File: src/rtl/core/tgla_pkg.sv
`default_nettype none

package tgla_pkg;

    // Request codes
    localparam logic [2:0] REQ_CHAR  = 3'd0;
    localparam logic [2:0] REQ_END   = 3'd1;
    localparam logic [2:0] REQ_QUERY = 3'd2;
    localparam logic [2:0] REQ_READ  = 3'd3;
    localparam logic [2:0] REQ_WRITE = 3'd4;

    // Cell kinds
    localparam logic [2:0] KIND_EMPTY = 3'd0;
    localparam logic [2:0] KIND_PATH  = 3'd1;
    localparam logic [2:0] KIND_SPAWN = 3'd2;
    localparam logic [2:0] KIND_GOAL  = 3'd3;
    localparam logic [2:0] KIND_TOWER = 3'd4;

    // Level text bytes
    localparam logic [7:0] SYM_EMPTY = 8'h2E;
    localparam logic [7:0] SYM_PATH  = 8'h23;
    localparam logic [7:0] SYM_SPAWN = 8'h53;
    localparam logic [7:0] SYM_GOAL  = 8'h47;
    localparam logic [7:0] SYM_TOWER = 8'h54;
    localparam logic [7:0] SYM_CR    = 8'h0D;
    localparam logic [7:0] SYM_LF    = 8'h0A;

    // Configuration register indexes
    localparam int CFG_IDX_W = 1;
    localparam logic [CFG_IDX_W-1:0] CFG_MAP_WIDTH  = 1'b0;
    localparam logic [CFG_IDX_W-1:0] CFG_MAP_HEIGHT = 1'b1;
    localparam logic [6:0] CFG_DIM_RESET = 7'd64;

    // Tile picked for a cell with no path-like neighbor
    localparam logic [2:0] SHEET_ISO_COL = 3'd4;
    localparam logic [2:0] SHEET_ISO_ROW = 3'd2;

    typedef struct packed {
        logic [2:0] req_type;
        logic [7:0] symbol;
        logic [5:0] x_coord;
        logic [5:0] y_coord;
        logic [2:0] tile_value;
    } req_t;

    typedef struct packed {
        logic       status;
        logic [2:0] tile_out;
        logic [3:0] neighbor_mask;
        logic [2:0] sheet_col;
        logic [2:0] sheet_row;
        logic [5:0] spawn_col;
        logic [5:0] spawn_row;
        logic       spawn_seen;
        logic [5:0] goal_col;
        logic [5:0] goal_row;
        logic       goal_seen;
    } rsp_t;

    typedef enum logic [2:0] {
        ST_IDLE,
        ST_EXEC,
        ST_QN,
        ST_QS,
        ST_QE,
        ST_QW,
        ST_FIN
    } state_t;

    typedef enum logic [2:0] {
        AS_CENTER,
        AS_NORTH,
        AS_SOUTH,
        AS_EAST,
        AS_WEST
    } addr_sel_t;

    typedef enum logic [2:0] {
        CAP_NONE,
        CAP_CENTER,
        CAP_NORTH,
        CAP_SOUTH,
        CAP_EAST
    } cap_sel_t;

    typedef struct packed {
        logic      latch;
        logic      exec;
        logic      rd_en;
        addr_sel_t rd_sel;
        cap_sel_t  cap;
        logic      out_load;
    } cmd_t;

    typedef struct packed {
        logic is_query;
        logic is_read;
    } stat_t;

    typedef struct packed {
        logic [2:0] col;
        logic [2:0] row;
    } sheet_t;

    function automatic logic pathlike(input logic [2:0] kind);
        return (kind == KIND_PATH) || (kind == KIND_SPAWN) || (kind == KIND_GOAL);
    endfunction

    // Tileset position for a N/S/E/W neighbor mask
    function automatic sheet_t sheet_lookup(input logic [3:0] mask);
        sheet_t s;
        case (mask)
            4'd1:    s = '{col: 3'd3, row: 3'd4};
            4'd2:    s = '{col: 3'd2, row: 3'd4};
            4'd3:    s = '{col: 3'd0, row: 3'd0};
            4'd4:    s = '{col: 3'd0, row: 3'd4};
            4'd5:    s = '{col: 3'd5, row: 3'd0};
            4'd6:    s = '{col: 3'd2, row: 3'd0};
            4'd8:    s = '{col: 3'd1, row: 3'd4};
            4'd9:    s = '{col: 3'd4, row: 3'd0};
            4'd10:   s = '{col: 3'd3, row: 3'd0};
            4'd12:   s = '{col: 3'd1, row: 3'd0};
            default: s = '{col: SHEET_ISO_COL, row: SHEET_ISO_ROW};
        endcase
        return s;
    endfunction

endpackage

`default_nettype wire

File: src/rtl/core/tgla_ctrl.sv
`default_nettype none

module tgla_ctrl
    import tgla_pkg::*;
(
    input  logic  clk,
    input  logic  rst_n,
    input  logic  req_valid,
    output logic  req_ready,
    output logic  rsp_valid,
    input  logic  rsp_ready,
    input  stat_t stat,
    output cmd_t  cmd
);

    state_t state_reg;
    state_t state_next;
    logic   out_valid_reg;
    logic   out_valid_next;
    logic   slot_free;

    assign slot_free = !out_valid_reg || rsp_ready;

    // Sequence one item: execute, walk neighbors for a query, then hand off
    always_comb
    begin
        state_next = state_reg;
        case (state_reg)
            ST_IDLE:
            begin
                if (req_valid)
                    state_next = ST_EXEC;
            end
            ST_EXEC: state_next = stat.is_query ? ST_QN : ST_FIN;
            ST_QN:   state_next = ST_QS;
            ST_QS:   state_next = ST_QE;
            ST_QE:   state_next = ST_QW;
            ST_QW:   state_next = ST_FIN;
            ST_FIN:
            begin
                if (slot_free)
                    state_next = ST_IDLE;
            end
            default: state_next = ST_IDLE;
        endcase
    end

    // Drive datapath commands per state
    always_comb
    begin
        cmd = '{latch: 1'b0, exec: 1'b0, rd_en: 1'b0, rd_sel: AS_CENTER,
                cap: CAP_NONE, out_load: 1'b0};
        req_ready = 1'b0;
        case (state_reg)
            ST_IDLE:
            begin
                req_ready = 1'b1;
                cmd.latch = req_valid;
            end
            ST_EXEC:
            begin
                cmd.exec  = 1'b1;
                cmd.rd_en = stat.is_query || stat.is_read;
            end
            ST_QN:
            begin
                cmd.rd_en  = 1'b1;
                cmd.rd_sel = AS_NORTH;
                cmd.cap    = CAP_CENTER;
            end
            ST_QS:
            begin
                cmd.rd_en  = 1'b1;
                cmd.rd_sel = AS_SOUTH;
                cmd.cap    = CAP_NORTH;
            end
            ST_QE:
            begin
                cmd.rd_en  = 1'b1;
                cmd.rd_sel = AS_EAST;
                cmd.cap    = CAP_SOUTH;
            end
            ST_QW:
            begin
                cmd.rd_en  = 1'b1;
                cmd.rd_sel = AS_WEST;
                cmd.cap    = CAP_EAST;
            end
            ST_FIN:  cmd.out_load = slot_free;
            default: req_ready = 1'b0;
        endcase
    end

    // Hold the result valid until taken
    always_comb
    begin
        if (cmd.out_load)
            out_valid_next = 1'b1;
        else if (rsp_ready)
            out_valid_next = 1'b0;
        else
            out_valid_next = out_valid_reg;
    end

    assign rsp_valid = out_valid_reg;

    always_ff @(posedge clk or negedge rst_n)
    begin
        if (!rst_n)
        begin
            state_reg     <= ST_IDLE;
            out_valid_reg <= 1'b0;
        end
        else
        begin
            state_reg     <= state_next;
            out_valid_reg <= out_valid_next;
        end
    end

endmodule

`default_nettype wire

File: config.mk
export PLATFORM = sky130hd
export DESIGN_NAME = tgla_ctrl
export DESIGN_NICKNAME = d
export VERILOG_FILES = /design/src/rtl/core/tgla_pkg.sv /design/src/rtl/core/tgla_ctrl.sv
export SDC_FILE = /design/constraint.sdc
export NUM_CORES = 1
export LEC_CHECK = 0
export BUFFER_PORTS_ARGS = -buffer_cell sky130_fd_sc_hd__buf_4
export CAP_MARGIN = 15
export CORE_AREA = 4 4 41 43
export DETAILED_ROUTE_END_ITERATION = 8
export DIE_AREA = 0 0 45 47
export PLACE_DENSITY_LB_ADDON = 0.15
export SLEW_MARGIN = 15
export SYNTH_ARGS = -nofsm -noshare
export SYNTH_HDL_FRONTEND = slang
export SYNTH_SLANG_ARGS = --single-unit
File: constraint.sdc
create_clock -name clk -period 1.05 [get_ports clk]
set_input_delay 0.0525 -clock clk [delete_from_list [all_inputs] [get_ports clk]]
set_output_delay 0.0525 -clock clk [all_outputs]
set_load 0.02 [all_outputs]
==> results of run 1 <==
-- final cells by class --
| cell class | count | area [µm²] | area share |
|---|---|---|---|
| timing repair buffer | 26 | 262 | 0.421 |
| multi-input combinational | 22 | 208 | 0.335 |
| sequential | 4 | 103 | 0.165 |
| clock buffer | 3 | 22.5 | 0.0363 |
| tap | 15 | 18.8 | 0.0302 |
| inverter | 2 | 7.51 | 0.0121 |
-- path summary, 6_finish.rpt --
kind	from	endpoint	slack [ps]	depth (start not counted)
setup reg to reg	state_reg[1]	state_reg[2]	-40	4
min in group asynchronous	rst_n	rsp_valid	150	2
hold / removal	rsp_ready	rsp_valid	140	3
max in group asynchronous	rst_n	state_reg[2]	780	2
hold reg to reg	rsp_valid	rsp_valid	570	2
setup / recovery	state_reg[1]	cmd[8]	-230	3
-- worst min-delay path: stages --
cell      delay (ps)
buf_4             80
nand2b_4         120
o21ai_0           80
-- what timing repair did --
item / 4_1_cts / 5_1_grt
setup buffers: 3 / 0
hold buffers: 1 / 0
resized for setup: 14 / 0
endpoints found under the setup margin: 12 / 14
gates cloned: 1 / 0
pin swaps: 4 / 2
hold endpoints to repair: 4 / 0
-- routing by layer --
metal	global-route usage	up-vias	routed length (µm)
met1	0.104	152	355
li1	-	161	-
met5	0	-	0
met3	0.0345	2	98
met4	0.0175	0	2
met2	0.138	23	385
-- cell families (layout without fill, tap and decap cells) --
group                  Yosys count  after routing  synth area share
and+or+nand+nor                 12             12             0.242
AOI/OAI and AO/OA                9              9             0.191
buffers and inverters            9             31             0.223
DFF                              4              4             0.313
muxes                            1              1            0.0313
-- cell usage in the layout, fill, tap and decap left out --
master         count
buf_4             16
buf_6              7
clkbuf_4           3
nand2b_4           2
nor2_1             2
o21ai_0            2
dfrtp_1            2
dfrtp_2            2
inv_1              1
nor3_2             1
inv_2              1
nand2_4            1
mux2i_4            1
nor3_4             1
and3_2             1
a21oi_4            1
nand2_2            1
a21boi_1           1
nor3b_2            1
and2_4             1
a211o_1            1
o21ai_2            1
nor3_1             1
a211oi_1           1
a21oi_1            1
o22a_1             1
bufbuf_16          1
dlygate4sd3_1      1
buf_12             1
-- metrics by stage --
step	area, µm²	util
6_report	621	0.477
5_1_grt	621	0.477
4_1_cts	621	0.477
3_5_place_dp	489	0.376
3_3_place_gp	489	0.376
2_1_floorplan	372	-
-- report_power, final --
| part | switching [mW] | internal, mW |
|---|---|---|
| logic | 0.844 | 1.03 |
| clock network | 0.0580 | 0.128 |
| registers | 0.147 | 0.236 |
==> impl_metrics.yaml, run 1 <==
critical_path:
  max_stage_delay_ps: 480
  cp_num_buf_inv: 2
  crit_top_cell: "buf_4"
  setup.worst_path.end_class: "output port"
  path_delay_family: "flip-flops"
  slowest_stage: "dfrtp_2"
  worstPathRequired_ps: 1000
  arrival_ps: 1230
  crit_type: "reg -> out"
  cp_max_fo: 8
  worstPathCellList: "buf_4, nor3_2, buf_4"
  startpoint_type: "flop"
sta:
  finalClockSkew_ps: 5.21
  setup_tns_ps: -2090
  fin_crit_sh: 1.22
  rsz0062_at_grt: "yes"
  slew_viol_final: 0
  hold_viol: 0
  slew_headroom: 0.842
  min_period_ps: 1280
  setup_violations: 14
  max_freq_ghz: 0.782
  worst_pin_slew_ps: 235
  whs_ps: 144
  fin_ws_ps: -228
final_layout:
  drive_above_1_share: 0.754
  nFillCells: 127
  stdcell_count: 72
  finalNetCount: 65
  num_antenna_cells: 0
  syn_to_final_growth_pct: 93.8
  largest_reg_flops: 3
floorplan:
  core_area_mm2: 0.00130
  die_h_um: 47
  start_util: 0.246
  pin_count: 18
  dieArea_mm2: 0.00212
  die_w_um: 45
  rows: 13
place:
  pre_cts_ws_ps: -91.1
  gp_congestion: 0.847
  port_buffers: 17
  hpwl_um: 575
  dp.cells: 64
synthesis:
  yosysWarnings: 0
  synth_top_area_share: 0.313
  yosys.area.top_type: "dfrtp_1"
  synth_area_um2: 320
  async_flop_share: 1.00
  syn_nets: 41
  seq_area_frac_synth: 0.313
  yosys-top-cells-area: "dfrtp_1 (31%), buf_6 (11%), buf_4 (9.4%)"
  synth_common_cells: "buf_4 (4), dfrtp_1 (4), buf_6 (3)"
  syn_inst: 35
  synth_seq_cells: 4
  ys.flop_type: "dfrtp_1"
  synth.avg_cell_area_um2: 9.15
  synthDistinctLibCells: 23
  synth_edf_count: 0
run:
  maxCapViolCount: 0
worst_hold_path:
  hold_path_class: "in -> reg"
route:
  drtIter0Drc: 14
  vias_per_cell: 4.69
  drt-total-wl_um: 840
  firstDrtPassIters: 4
  wl_per_cell_um: 11.7
  vias: 338
  detail-route-antenna-nets: 0
  drc: 0
clock_tree:
  clock_sinks: 4
  clockBufferDepth: 2
  cts_max_level: 1
  path_clk_slew_ps: 40
  clockRootBuffer: "clkbuf_4"
  cts_tree: "yes"
  cts_buffers: 3
  insertion_delay_ps: 230
global_route:
  grt_usage: 0.0843
  grt_max_degree: 9
  first_global_vias: 296
  grt_pass1_wl_um: 1280
  antenna_found_initial: 0
  overflow: 0
power:
  design_power_total_mw: 2.45
  p_leak_nw: 0.296
  peakVddDrop_uv: 1470
  p_per_area_mw_per_mm2: 3940
run_status:
  status: "finished with violations"
  violations: "negative setup slack"
No activity file was read; power rests on OpenSTA's default activity.
==> inputs of run 2 (changes only) <==
==> constraint.sdc (replaced) <==
create_clock -name clk -period 1.05 [get_ports clk]
set_input_delay 0.105 -clock clk [delete_from_list [all_inputs] [get_ports clk]]
set_output_delay 0.105 -clock clk [all_outputs]
set_load 0.02 [all_outputs]
==> impl_metrics.yaml, run 2 (synthesis gave the netlist of run 1 again) <==
floorplan:
  core_area_mm2: 0.00130
  pin_count: 18
  die_h_um: 47
  start_util: 0.246
  dieArea_mm2: 0.00212
  die_w_um: 45
  rows: 13
route:
  detail-route-antenna-nets: 0
  drc: 0
  drt-total-wl_um: 894
  vias: 338
  wl_per_cell_um: 11.9
  firstDrtPassIters: 4
  drtIter0Drc: 5
  vias_per_cell: 4.51
sta:
  finalClockSkew_ps: 2.98
  fin_ws_ps: -268
  min_period_ps: 1320
  worst_pin_slew_ps: 247
  fin_crit_sh: 1.26
  hold_viol: 0
  slew_headroom: 0.836
  rsz0062_at_grt: "yes"
  slew_viol_final: 0
  max_freq_ghz: 0.759
  setup_violations: 14
critical_path:
  slowest_stage: "dfrtp_1"
  setup.worst_path.end_class: "output port"
  worstPathRequired_ps: 940
  arrival_ps: 1210
  worstPathCellList: "buf_12, buf_8, mux2i_4, buf_6"
  startpoint_type: "flop"
  crit_type: "reg -> out"
  cp_max_fo: 6
  max_stage_delay_ps: 360
clock_tree:
  cts_buffers: 3
  cts_tree: "yes"
  clock_sinks: 4
  clockBufferDepth: 2
  path_clk_slew_ps: 40
  cts_max_level: 1
  clockRootBuffer: "clkbuf_4"
  insertion_delay_ps: 230
power:
  p_comb_frac: 0.775
  design_power_total_mw: 2.55
  p_leak_nw: 0.304
  clock_power_share: 0.074
  p_sw_mw: 1.11
  internal-power_mw: 1.44
  peakVddDrop_uv: 1390
  switching_share: 0.435
  pwr-share-seq: 0.151
  p_per_area_mw_per_mm2: 3900
worst_hold_path:
  hold_path_class: "in -> async"
final_layout:
  finalNetCount: 68
  layout_commonest_cell: "buf_4"
  drive_above_1_share: 0.800
  num_antenna_cells: 0
  finish.utilization: 0.503
  syn_to_final_growth_pct: 104
  largest_reg_flops: 3
  layout_common_cells: "buf_4 (15), buf_6 (11), clkbuf_4 (3)"
  postLayoutCellArea_um2: 654
  nFillCells: 131
global_route:
  grt_pass1_wl_um: 1500
  overflow: 0
  grt_max_degree: 12
  first_global_vias: 328
  grt_usage: 0.0986
  antenna_found_initial: 0
run_status:
  violations: "negative setup slack"
  status: "finished with violations"
place:
  postPlaceCellArea_um2: 493
  port_buffers: 17
  gp_congestion: 0.813
  hpwl_um: 588
run:
  maxCapViolCount: 0
[run 2: layer usage]
layer,vias up,GRT usage,routed length [µm]
li1,164,-,-
met1,159,0.121,373
met2,15,0.161,445
met3,0,0.0345,75
met4,0,0.0351,0
met5,-,0,0
[run 2: what timing repair did]
action                                 CTS  global route
hold buffers                             1             0
endpoints found under the hold margin    4             0
pin swaps                                3             4
buffers inserted                         4             4
gates resized for setup                 15            11
setup endpoints to repair               13            14
[run 2: final cells by class]
class	instances	area, µm²	share of cell area
sequential	4	103	0.157
multi-input combinational	22	219	0.335
clock buffer	3	22.5	0.0344
timing repair buffer	29	282	0.430
tap	15	18.8	0.0287
inverter	2	10.0	0.0153
[run 2: power by group through the flow]
stage	clock [mW]	sequential (mW)	combinational (mW)
6_report	0.190	0.386	1.98
5_1_grt	0.218	0.406	2.11
3_5_place_dp	0	0.386	1.48
2_1_floorplan	0	0.298	1.22
4_1_cts	0.200	0.376	1.79
3_3_place_gp	0	0.380	1.48
[run 2: path summary, 6_finish.rpt]
kind                                   start      endpoint  slack (ps)  cells after the start
min in group clk                   rsp_ready     rsp_valid         210                      3
worst min-delay path                   rst_n  state_reg[0]         200                      2
worst min register to register     rsp_valid     rsp_valid         590                      2
worst max register to register  state_reg[1]  state_reg[2]        -170                      6
max in group asynchronous              rst_n  state_reg[2]         740                      2
worst max-delay path            state_reg[0]        cmd[5]        -270                      4
[run 2: stage by stage]
step           setup TNS (ps)  instances  hold WS, ps  worst slack, ps
4_1_cts                 -2930         72          190             -270
3_5_place_dp            -1110         64        -97.5             -126
5_1_grt                 -3760         75          211             -324
2_1_floorplan            -427         35         -191             -142
6_report                -2820         75          201             -268
3_3_place_gp             -839         64        -97.3            -89.2
[run 2: critical path: cells and delay by family (launching register included)]
kind | cells | cell delay (ps)
mux | 1 | 240
buf+inv | 3 | 380
flops | 1 | 360
